===== src/design/ofiw_pkg.sv =====
// ============================================================================
// ofiw_pkg
// Shared types, widths and constants for the rolling order flow imbalance
// block: payload structs, queue command, window control and status.
// ============================================================================
package ofiw_pkg;

	localparam int unsigned PRICE_W   = 32;
	localparam int unsigned VOL_W     = 32;
	localparam int unsigned TIME_W    = 64;
	localparam int unsigned IMB_W     = VOL_W + 2;
	localparam int unsigned SUM_W     = 48;
	localparam int unsigned CFG_W     = 36;
	localparam int unsigned CFG_IDX_W = 2;

	localparam int unsigned WINDOW_DEPTH_DEF = 1024;

	// Register indexes of the configuration port
	localparam logic [CFG_IDX_W-1:0] CFG_SHORT = 2'd0;
	localparam logic [CFG_IDX_W-1:0] CFG_MID   = 2'd1;
	localparam logic [CFG_IDX_W-1:0] CFG_LONG  = 2'd2;

	// Window age limits after reset, in ns
	localparam logic [CFG_W-1:0] SHORT_RST = 36'd1000000000;
	localparam logic [CFG_W-1:0] MID_RST   = 36'd5000000000;
	localparam logic [CFG_W-1:0] LONG_RST  = 36'd30000000000;

	typedef struct packed {
		logic [TIME_W-1:0]  event_time;
		logic [PRICE_W-1:0] bid_price;
		logic [VOL_W-1:0]   bid_volume;
		logic [PRICE_W-1:0] ask_price;
		logic [VOL_W-1:0]   ask_volume;
	} in_item_t;

	typedef struct packed {
		logic signed [IMB_W-1:0] imbalance;
		logic signed [SUM_W-1:0] sum_short;
		logic signed [SUM_W-1:0] sum_mid;
		logic signed [SUM_W-1:0] sum_long;
		logic                    event_recorded;
		logic                    priming_only;
		logic                    overflow_evicted;
	} out_item_t;

	// Classified quote, passed from front to back
	typedef struct packed {
		logic [TIME_W-1:0] event_time;
		logic [IMB_W-1:0]  imbalance;
		logic              priming;
		logic              record;
	} cmd_t;

	// Control into one window engine
	typedef struct packed {
		logic              start;
		logic              push;
		logic [TIME_W-1:0] event_time;
		logic [IMB_W-1:0]  value;
	} win_cmd_t;

	// Status out of one window engine
	typedef struct packed {
		logic             busy;
		logic             evicted;
		logic [SUM_W-1:0] total;
	} win_stat_t;

	// Sign-extend an imbalance to the width of a running sum
	function automatic logic [SUM_W-1:0] imb_to_sum(input logic [IMB_W-1:0] v);
		return {{(SUM_W-IMB_W){v[IMB_W-1]}}, v};
	endfunction

endpackage


===== src/design/ofiw_cmd_queue.sv =====
// ============================================================================
// ofiw_cmd_queue
// Two-entry command queue that decouples the front end from the back end.
// ============================================================================
module ofiw_cmd_queue (
	input  logic           clk,
	input  logic           arst_n,
	input  logic           push,
	input  ofiw_pkg::cmd_t cmd_in,
	output logic           full,
	input  logic           pop,
	output logic           valid,
	output ofiw_pkg::cmd_t cmd_out
);
	import ofiw_pkg::*;

	localparam int unsigned QDEPTH = 2;
	localparam int unsigned PW     = $clog2(QDEPTH);

	cmd_t          entry_q [QDEPTH];
	logic [PW-1:0] wr_ptr_q;
	logic [PW-1:0] rd_ptr_q;
	logic [PW:0]   count_q;

	assign full    = (count_q == (PW+1)'(QDEPTH));
	assign valid   = (count_q != '0);
	assign cmd_out = entry_q[rd_ptr_q];

	// Store the entry
	always_ff @(posedge clk) begin
		if (push) begin
			entry_q[wr_ptr_q] <= cmd_in;
		end
	end

	// Advance pointers and occupancy
	always_ff @(posedge clk or negedge arst_n) begin
		if (!arst_n) begin
			wr_ptr_q <= '0;
			rd_ptr_q <= '0;
			count_q  <= '0;
		end else begin
			if (push) begin
				wr_ptr_q <= wr_ptr_q + 1'b1;
			end
			if (pop) begin
				rd_ptr_q <= rd_ptr_q + 1'b1;
			end
			case ({push, pop})
				2'b10:   count_q <= count_q + 1'b1;
				2'b01:   count_q <= count_q - 1'b1;
				default: count_q <= count_q;
			endcase
		end
	end

endmodule


===== config.mk =====
export PLATFORM = sky130hd
export DESIGN_NAME = ofiw_cmd_queue
export DESIGN_NICKNAME = d
export VERILOG_FILES = /design/src/design/ofiw_pkg.sv /design/src/design/ofiw_cmd_queue.sv
export SDC_FILE = /design/constraint.sdc
export NUM_CORES = 1
export LEC_CHECK = 0
export BUFFER_PORTS_ARGS = -buffer_cell sky130_fd_sc_hd__buf_2
export CAP_MARGIN = 5
export CORE_UTILIZATION = 40
export CTS_CLUSTER_DIAMETER = 200
export DETAILED_ROUTE_END_ITERATION = 8
export GPL_TIMING_DRIVEN = 1
export PLACE_DENSITY_LB_ADDON = 0.25
export SETUP_SLACK_MARGIN = 0.05
export SLEW_MARGIN = 20
export SYNTH_ARGS = -nofsm -noshare
export SYNTH_HDL_FRONTEND = slang
export SYNTH_SLANG_ARGS = --single-unit

===== constraint.sdc =====
create_clock -name clk -period 13.85 [get_ports clk]
set_input_delay 3.4625 -clock clk [delete_from_list [all_inputs] [get_ports clk]]
set_output_delay 3.4625 -clock clk [all_outputs]
set_load 0.01 [all_outputs]

==> summary.txt <==
GRT
  – Grt ovf: 0
  – Global-route usage over all layers: 0.133
  – Number of global-route vias before repair: 3,953
  – Antenna violations before repair: 0
  – Largest net degree at the start of global routing: 60
  – First-pass GRT wire length: 20,600 um

Timing
  – Final hold vios: 0
  – Final Slew Violations: 0
  – Min cycle time layout: 6480 ps
  – Worst slew margin: 0.307
  – Max Clock Freq: 154 MHz
  – RSZ-0062 raised after global routing: false
  – Tcrit/Tclk final: 0.468
  – Final TNS setup: 0 ps
  – Worst-margin pin slew: 1040 ps
  – Final Setup Violations: 0
  – Clk_skew: 7.94 ps

Power
  – VDD IR max: 0.000123 V
  – Final Power: 1.99 mW
  – Sw frac: 0.272
  – Reg power frac: 0.444
  – Pint: 1.45 mW
  – P_sw: 0.543 mW
  – Total power density per cell area: 205 mW/mm2
  – Clk pwr share: 0.265
  – Pleak: 3.89 nW
  – Comb power frac: 0.291

Yosys
  – Adder-Cell Fraction of Synth Area: 0.00159
  – Mean Syn Cell Area: 24.0 um2
  – Synth Area in Compound Gates: 0
  – Synth cell count leaders: edfxtp_1, mux2_4, mux2_2
  – Cells after synthesis: 327
  – Synth async-reset ratio: 0.0196
  – Net Count, Synth: 432
  – Number of synthesized flops with an enable pin: 200
  – Predominant post-synthesis flop cell: edfxtp_1
  – Area leader, netlist: edfxtp_1
  – Most frequent cell after synthesis: edfxtp_1
  – Synth area leaders: edfxtp_1, mux2_4, buf_12, mux2_2, dfrtp_1
  – Synthesized area: 0.00785 mm2
  – Largest family of logic cells by synthesized area: multiplexers
  – Cell variety after synth: 15
  – XOR/XNOR share of the synthesized area: 0.00558
  – Sequential-to-total area share from yosys stat: 0.778
  – FF+latch count, synth: 204
  – Yosys warns: 0
  – Mux contribution to synthesized area: 0.186
  – Simple-gate share of the synthesized area: 0.00335
  – Post-synth top area share: 0.765

Final layout
  – Fin util: 0.512
  – Fillers: 1,579
  – # diodes: 0
  – Layout cells sized above 1: 0.604
  – Area of the multi-input gates: 0.00156 mm2
  – FF/Latch Area: 0.00611 mm2
  – Layout area overhead: 23.6%
  – Final instance area: 0.00970 mm2
  – NumNets Final: 654

Setup path
  – Crit path DAT: 3020 ps
  – Worst Setup End Kind: output port
  – Critical Path Fanout Max: 57
  – Largest stage delay, worst path: 970 ps
  – Crit path from: rd_ptr_q
  – Req. time, crit path: 10,390 ps
  – Startpoint types: register
  – R2R Path Start: wr_ptr_q
  – Crit-path cells: buf_4 -> mux2_2 -> buf_2
  – Slowest stage cell on the critical path: dfrtp_4
  – CP Class: reg2out

CTS
  – Reg clk slew, reported paths: 60 ps
  – CTS Buf Count: 22
  – Clock sink count: 204
  – Root Driver: clkbuf_16
  – Worst-Skew Late Latency: 490 ps
  – Cts hold-fix bufs: 0
  – Post-CTS Setup Bufs: 0
  – Maximum clock path buffer count: 3
  – Resize count post-CTS: 0
  – Total number of H-tree levels: 1
  – TritonCTS clock tree: built

Drt
  – Via count: 3,713
  – Vias per cell: 4.52
  – DR WL/cell: 16.6 um
  – Total Wirelength: 13,600 um
  – Detail Route Antenna Nets: 0
  – Violation count after the first detailed-route iteration: 119
  – Drt drc: 0
  – 1st-pass router iterations: 4

Die
  – Total Die Area: 0.0202 mm2
  – Die span in y: 142 um
  – Die W: 142 um
  – Starting Density: 0.414
  – Io pins: 206
  – Core area: 0.0190 mm2
  – FP Rows: 50

Placed design
  – I/O Buffers: 205
  – Post-DP HPWL: 8750 um
  – DP Area: 0.00905 mm2
  – GP Congestion: 0.689

Status
  – Run status: finished, final reports clean

Hold path
  – Hold_sp: count_q[1]
  – HP Class: reg2reg

Job
  – Max Cap Viol: 0
-- metrics by stage --
stage	hold slack (ps)	setup WS, ps	cells
after floorplan	447	5580	327
after global placement	466	7860	785
after detailed placement	475	7820	785
after CTS	482	7290	821
after global routing	503	7180	821
final	483	7370	821
-- final timing paths --
path | end | slack, ps | depth (start not counted)
max in group asynchronous | rd_ptr_q | 10950 | 1
hold reg to reg | count_q[1] | 480 | 1
hold / removal | count_q[1] | 480 | 1
setup reg to reg | entry_q[0][48] | 11670 | 3
setup / recovery | cmd_out[81] | 7370 | 3
min in group asynchronous | rd_ptr_q | 2770 | 1
-- sequential cells by signal, summed over array words and instances (netlist names) --
signal	flops
entry_q	200
count_q	2
rd_ptr_q	1
wr_ptr_q	1
-- cell usage in the layout, fill, tap and decap left out, drive strengths merged --
cell / synthesis / final
and2: 1 / 1
buf: 11 / 209
bufinv: 0 / 1
clkbuf: 0 / 29
clkinv: 0 / 6
dfrtp: 4 / 4
edfxtp: 200 / 200
ha: 1 / 1
inv: 1 / 1
mux2: 100 / 100
nor2: 2 / 2
nor2b: 1 / 1
or2: 1 / 1
xnor2: 2 / 2
xor2: 3 / 3
-- cell families after synthesis --
| logic type | after synthesis |
|---|---|
| multiplexers | 100 |
| adder cells (fa/ha/maj) | 1 |
| AND/OR/NAND/NOR | 5 |
| buffers and inverters | 12 |
| XOR/XNOR | 5 |
| flip-flops | 204 |
-- worst max-delay path: cells and delay by family, from the launching register on --
family                 cells  cell delay (ps)
buffers and inverters      2             1040
DFF                        1              970
muxes                      1              420
-- area by class of cell --
class                           count  share of cell area
Inverter                            1            0.000387
Timing Repair Buffer              209               0.109
Clock buffer                       29              0.0616
Tap cell                          260              0.0335
Clock inverter                      7             0.00567
Sequential cell                   204               0.630
Multi-Input combinational cell    111               0.160
-- metal layers --
layer,track usage,vias up,wire [um],share of wire
li1,-,1737,-,-
met1,0.140,1826,4990,0.37
met2,0.248,127,7330,0.54
met3,0.0414,23,992,0.073
met4,0.0481,0,329,0.024
met5,0,-,0,0
-- power groups by stage --
stage	sequential, mW	combinational (mW)	clock [mW]
3_5_place_dp	0.901	0.594	0
5_1_grt	0.899	0.624	0.573
6_report	0.886	0.580	0.528
4_1_cts	0.889	0.597	0.547
3_3_place_gp	0.893	0.588	0
2_1_floorplan	0.870	0.476	0
No activity file was read; power rests on OpenSTA's default activity.
