[src/design/ofiw_pkg.sv]
// ============================================================================
// ofiw_pkg
// Shared types, widths and constants for the rolling order flow imbalance
// block: payload structs, queue command, window control and status.
// ============================================================================
package ofiw_pkg;

	localparam int unsigned PRICE_W   = 32;
	localparam int unsigned VOL_W     = 32;
	localparam int unsigned TIME_W    = 64;
	localparam int unsigned IMB_W     = VOL_W + 2;
	localparam int unsigned SUM_W     = 48;
	localparam int unsigned CFG_W     = 36;
	localparam int unsigned CFG_IDX_W = 2;

	localparam int unsigned WINDOW_DEPTH_DEF = 1024;

	// Register indexes of the configuration port
	localparam logic [CFG_IDX_W-1:0] CFG_SHORT = 2'd0;
	localparam logic [CFG_IDX_W-1:0] CFG_MID   = 2'd1;
	localparam logic [CFG_IDX_W-1:0] CFG_LONG  = 2'd2;

	// Window age limits after reset, in ns
	localparam logic [CFG_W-1:0] SHORT_RST = 36'd1000000000;
	localparam logic [CFG_W-1:0] MID_RST   = 36'd5000000000;
	localparam logic [CFG_W-1:0] LONG_RST  = 36'd30000000000;

	typedef struct packed {
		logic [TIME_W-1:0]  event_time;
		logic [PRICE_W-1:0] bid_price;
		logic [VOL_W-1:0]   bid_volume;
		logic [PRICE_W-1:0] ask_price;
		logic [VOL_W-1:0]   ask_volume;
	} in_item_t;

	typedef struct packed {
		logic signed [IMB_W-1:0] imbalance;
		logic signed [SUM_W-1:0] sum_short;
		logic signed [SUM_W-1:0] sum_mid;
		logic signed [SUM_W-1:0] sum_long;
		logic                    event_recorded;
		logic                    priming_only;
		logic                    overflow_evicted;
	} out_item_t;

	// Classified quote, passed from front to back
	typedef struct packed {
		logic [TIME_W-1:0] event_time;
		logic [IMB_W-1:0]  imbalance;
		logic              priming;
		logic              record;
	} cmd_t;

	// Control into one window engine
	typedef struct packed {
		logic              start;
		logic              push;
		logic [TIME_W-1:0] event_time;
		logic [IMB_W-1:0]  value;
	} win_cmd_t;

	// Status out of one window engine
	typedef struct packed {
		logic             busy;
		logic             evicted;
		logic [SUM_W-1:0] total;
	} win_stat_t;

	// Sign-extend an imbalance to the width of a running sum
	function automatic logic [SUM_W-1:0] imb_to_sum(input logic [IMB_W-1:0] v);
		return {{(SUM_W-IMB_W){v[IMB_W-1]}}, v};
	endfunction

endpackage

[src/design/ofiw_front.sv]
// ============================================================================
// ofiw_front
// Accepts quotes, computes the imbalance against the stored quote and
// classifies each transaction as priming, recorded or zero-imbalance.
// ============================================================================
module ofiw_front (
	input  logic               clk,
	input  logic               arst_n,
	input  logic               in_valid,
	output logic               in_stall,
	input  ofiw_pkg::in_item_t in_data,
	input  logic               q_full,
	output logic               q_push,
	output ofiw_pkg::cmd_t     q_cmd
);
	import ofiw_pkg::*;

	logic [PRICE_W-1:0] last_bp_q;
	logic [VOL_W-1:0]   last_bv_q;
	logic [PRICE_W-1:0] last_ap_q;
	logic [VOL_W-1:0]   last_av_q;
	logic               primed_q;

	logic [IMB_W-1:0] bv_ext;
	logic [IMB_W-1:0] av_ext;
	logic [IMB_W-1:0] last_bv_ext;
	logic [IMB_W-1:0] last_av_ext;
	logic [IMB_W-1:0] bid_delta;
	logic [IMB_W-1:0] ask_delta;
	logic [IMB_W-1:0] ofi;

	assign in_stall = q_full;
	assign q_push   = in_valid && !q_full;

	assign bv_ext      = {{(IMB_W-VOL_W){1'b0}}, in_data.bid_volume};
	assign av_ext      = {{(IMB_W-VOL_W){1'b0}}, in_data.ask_volume};
	assign last_bv_ext = {{(IMB_W-VOL_W){1'b0}}, last_bv_q};
	assign last_av_ext = {{(IMB_W-VOL_W){1'b0}}, last_av_q};

	// Bid side: improved counts new volume, held counts the difference
	always_comb begin
		if (in_data.bid_price > last_bp_q) begin
			bid_delta = bv_ext;
		end else if (in_data.bid_price == last_bp_q) begin
			bid_delta = bv_ext - last_bv_ext;
		end else begin
			bid_delta = '0 - last_bv_ext;
		end
	end

	// Ask side: a lower ask is the improvement
	always_comb begin
		if (in_data.ask_price < last_ap_q) begin
			ask_delta = av_ext;
		end else if (in_data.ask_price == last_ap_q) begin
			ask_delta = av_ext - last_av_ext;
		end else begin
			ask_delta = '0 - last_av_ext;
		end
	end

	assign ofi = bid_delta - ask_delta;

	// Build the command for the back end
	always_comb begin
		q_cmd.event_time = in_data.event_time;
		q_cmd.imbalance  = primed_q ? ofi : '0;
		q_cmd.priming    = !primed_q;
		q_cmd.record     = primed_q && (ofi != '0);
	end

	// Store the quote on every accepted transaction
	always_ff @(posedge clk or negedge arst_n) begin
		if (!arst_n) begin
			last_bp_q <= '0;
			last_bv_q <= '0;
			last_ap_q <= '0;
			last_av_q <= '0;
			primed_q  <= 1'b0;
		end else if (q_push) begin
			last_bp_q <= in_data.bid_price;
			last_bv_q <= in_data.bid_volume;
			last_ap_q <= in_data.ask_price;
			last_av_q <= in_data.ask_volume;
			primed_q  <= 1'b1;
		end
	end

endmodule

[config.mk]
export PLATFORM = sky130hd
export DESIGN_NAME = ofiw_front
export DESIGN_NICKNAME = d
export VERILOG_FILES = /design/src/design/ofiw_pkg.sv /design/src/design/ofiw_front.sv
export SDC_FILE = /design/constraint.sdc
export NUM_CORES = 1
export LEC_CHECK = 0
export CORE_MARGIN = 3
export CORE_UTILIZATION = 65
export DETAILED_ROUTE_END_ITERATION = 8
export DONT_BUFFER_PORTS = 1
export PLACE_DENSITY = 0.81
export SLEW_MARGIN = 20
export SYNTH_ARGS = -nofsm -noshare
export SYNTH_HDL_FRONTEND = slang
export SYNTH_SLANG_ARGS = --single-unit
[constraint.sdc]
create_clock -name clk -period 29.4 [get_ports clk]
set_clock_uncertainty 0.1 [all_clocks]
set_input_delay 5.88 -clock clk [delete_from_list [all_inputs] [get_ports clk]]
set_output_delay 5.88 -clock clk [all_outputs]
set_load 0.005 [all_outputs]
==> flow_summary.toml <==
[setup_path]
regToRegEndpoint = "primed_q$_DFFE_PN0P_"
crit_cells = 29
reg2reg_from = "primed_q$_DFFE_PN0P_"
critPathArrivalTime_ps = 13770
critPathCaptureType = "output pin"
reg2regPathDepth = 1
slowest_stage = "or4b_2"
cp_max_fo = 31
cp-start-kind = "primary input"
crit_buf_inv = 1
reg2reg_setup_slack_ps = 28180
critPathKind = "primary input to output pin"
worstPathRequired_ps = 23420
path_common_cell = "o21ai_0"
critical_path.top_delay_family = "simple AND/OR/NAND/NOR gates"
cp_slowest_stage_delay_ps = 650

[floorplanning]
die_h_um = 149
ios = 298
core_mm2 = 0.0197
initial_core_util = 0.670
dieArea_mm2 = 0.0221
fp.dieW_um = 149
fp-row-count = 51

[grt]
antenna_found_initial = 0
first_global_vias = 11000
overflow = 0
grt_usage = 0.301
grt_pass1_wl_mm = 54.1
grt_max_degree = 130

[sta]
setup_violations = 0
relSlewSlack = 0.375
fmax_mhz = 50.6
whs_ps = 416
fin_crit_ps = 19750
final_hold_viol_count = 0
worstMarginPinSlew_ps = 937
timing.setup.tns_ps = 0
grt_setup_unrepaired = "no"
min_period_over_period = 0.672
maxSlewViolCount = 0

[pwr]
p_total_uw = 847
internal_power_uw = 489
leakagePower_nw = 6.73
p_clk_frac = 0.259
power_density_mw_per_mm2 = 62.8
p_sw_frac = 0.423
seq_power_share = 0.243
p_comb_frac = 0.497
switching_power_uw = 359
vdd_drop_max_v = 0.0000458

[clock_tree]
cts_sinks = 129
numCtsBuffers = 17
cts_tree = "done"
postCtsSetupRepairBufs = 0
clock_path_buffers = 2
clk_latency_ps = 430
ctsHoldBuffers = 0
root_buffer = "clkbuf_16"
ctsResizeCount = 0
clk_pin_slew_worst_paths_ps = 60
h-tree-depth = 4

[worst_hold_path]
hold_path_end = "last_bv_q[0]$_DFFE_PN0P_"
hold_depth = 1
min_from = "last_bv_q[0]$_DFFE_PN0P_"
hp-class = "flip-flop to flip-flop"

[logic_synthesis]
avgSynthCellArea_um2 = 7.73
synth_edf_count = 0
yosys.area_share.simple = 0.188
synth_compound_area_frac = 0.244
syn-cell-area_mm2 = 0.0132
netlist_instances = 1707
synth_top_family_by_area = "compound AO/OA/AOI/OAI gates"
seq_area_frac_synth = 0.245
ys_ff_latch = 129
ys_types = 69
async_flop_share = 1.00
synth_mux_area_frac = 0.0208
synth_ff_type = "dfrtp_1"
synth_nets = 2067
yosys.area_share.adder = 0.157
synth-xor-area-share = 0.0464
synth_warnings = 0

[route]
viasPerCell = 6.06
drcViolationCount = 0
wl_per_cell_um = 17.5
routed_wl_mm = 32.9
antenna_left = 0
drt_iter0_markers = 659
drt_pass1_iterations = 5
vias = 11400

[cells_and_area]
antenna_cells = 0
finalNonFillerCells = 1884
area_growth_pct = 2.28
drive_above_1_share = 0.0432
design_area_mm2 = 0.0135
nets = 1966

[outcome]
outcome = "finished, final reports clean"

[flow_run]
cap_violations = 0

[placement]
dpl_cell_area_mm2 = 0.0129
hpwlAfterDp_mm = 25.4
dp.cells = 1852
place.gp.congestion = 0.952
portBuffers = 0
stage by stage:
step / worst slack, ps / utilization
global route: 8900 / 0.685
detailed placement: 9770 / 0.655
global placement: 9960 / 0.655
floorplan: 10570 / -
CTS: 9710 / 0.685
finish: 9650 / 0.685
Yosys cell counts, types with 3 or more instances:
cell	n	area, um2
buf_4	65	488
nand2b_1	15	93.8
o2bb2ai_1	3	26.3
a21boi_0	5	37.5
xnor2_1	41	359
nor4_1	10	62.6
mux2_2	11	124
a221o_1	3	30.0
and3_1	12	75.1
o21bai_1	12	90.1
nor2_1	69	259
o211ai_1	7	52.6
buf_1	4	15.0
nand4_1	24	150
or4_1	4	30.0
mux2i_1	15	150
nand2_1	209	785
and2_1	85	532
a2111oi_0	4	35.0
or2_2	6	37.5
nor3_1	19	95.1
o21a_1	26	195
clkbuf_1	59	221
inv_1	154	578
xor2_1	29	254
o31a_1	5	43.8
a211oi_1	7	52.6
a41oi_1	3	26.3
o21ai_0	222	1110
a21o_1	84	631
o31ai_1	12	90.1
a211o_1	3	26.3
a31o_2	3	26.3
a31oi_1	11	68.8
or3_1	6	37.5
nand3_1	25	125
a21oi_1	84	420
fa_1	3	60.1
dfrtp_1	129	3230
nor2b_1	19	119
ha_1	161	2010
final cells by class:
cell class | instances | area [um2]
Sequential cell | 129 | 3230
Multi-Input combinational cell | 1296 | 8710
Clock inverter | 14 | 168
Timing Repair Buffer | 8 | 60.1
Fill cell | 1694 | 6210
Tap cell | 265 | 332
Clock buffer | 18 | 429
Inverter | 154 | 578
how the worst max path moves through the flow:
stage	slack, ps	to	from
detailed placement	9770	q_cmd[0]	in_data[63]
global route	8900	q_cmd[0]	in_data[110]
floorplan	10570	q_cmd[0]	in_data[111]
CTS	9710	q_cmd[0]	in_data[110]
finish	9650	q_cmd[0]	in_data[63]
global placement	9960	q_cmd[0]	in_data[63]
cells by family (layout without fill, tap and decap cells):
family,Yosys count,in the layout
AOI/OAI and AO/OA,523,523
xor gates and xnor gates,70,70
adders and majority gates,164,164
buffers and inverters,282,194
DFF,129,129
muxes,26,26
and+or+nand+nor,513,513
routing by layer:
metal / track usage / share of wire / up-vias
li1: - / - / 5682
met3: 0.0625 / 0.072 / 86
met2: 0.493 / 0.47 / 373
met4: 0.109 / 0.034 / 0
met5: 0 / 0 / -
met1: 0.395 / 0.43 / 5276
power groups by stage:
| stage | registers [mW] | logic [mW] | clock network [mW] |
|---|---|---|---|
| 3_3_place_gp | 0.209 | 0.407 | 0 |
| 5_1_grt | 0.208 | 0.466 | 0.231 |
| 2_1_floorplan | 0.208 | 0.320 | 0 |
| 4_1_cts | 0.206 | 0.415 | 0.223 |
| 6_report | 0.206 | 0.422 | 0.220 |
| 3_5_place_dp | 0.210 | 0.412 | 0 |
sequential cells by signal (all words and copies together), names as in the netlist:
| signal | flops |
|---|---|
| last_ap_q | 32 |
| last_bp_q | 32 |
| last_av_q | 32 |
| primed_q | 1 |
| last_bv_q | 32 |
cell usage in the layout (no fill, tap or decap), drive strengths merged, types with 26 or more instances in the layout:
cell type  count
o21ai        224
nand2        209
inv          162
ha           161
dfrtp        129
and2          86
a21oi         85
a21o          84
nor2          69
xnor2         41
xor2          29
o21a          26
Power figures use the tool's default switching activity.
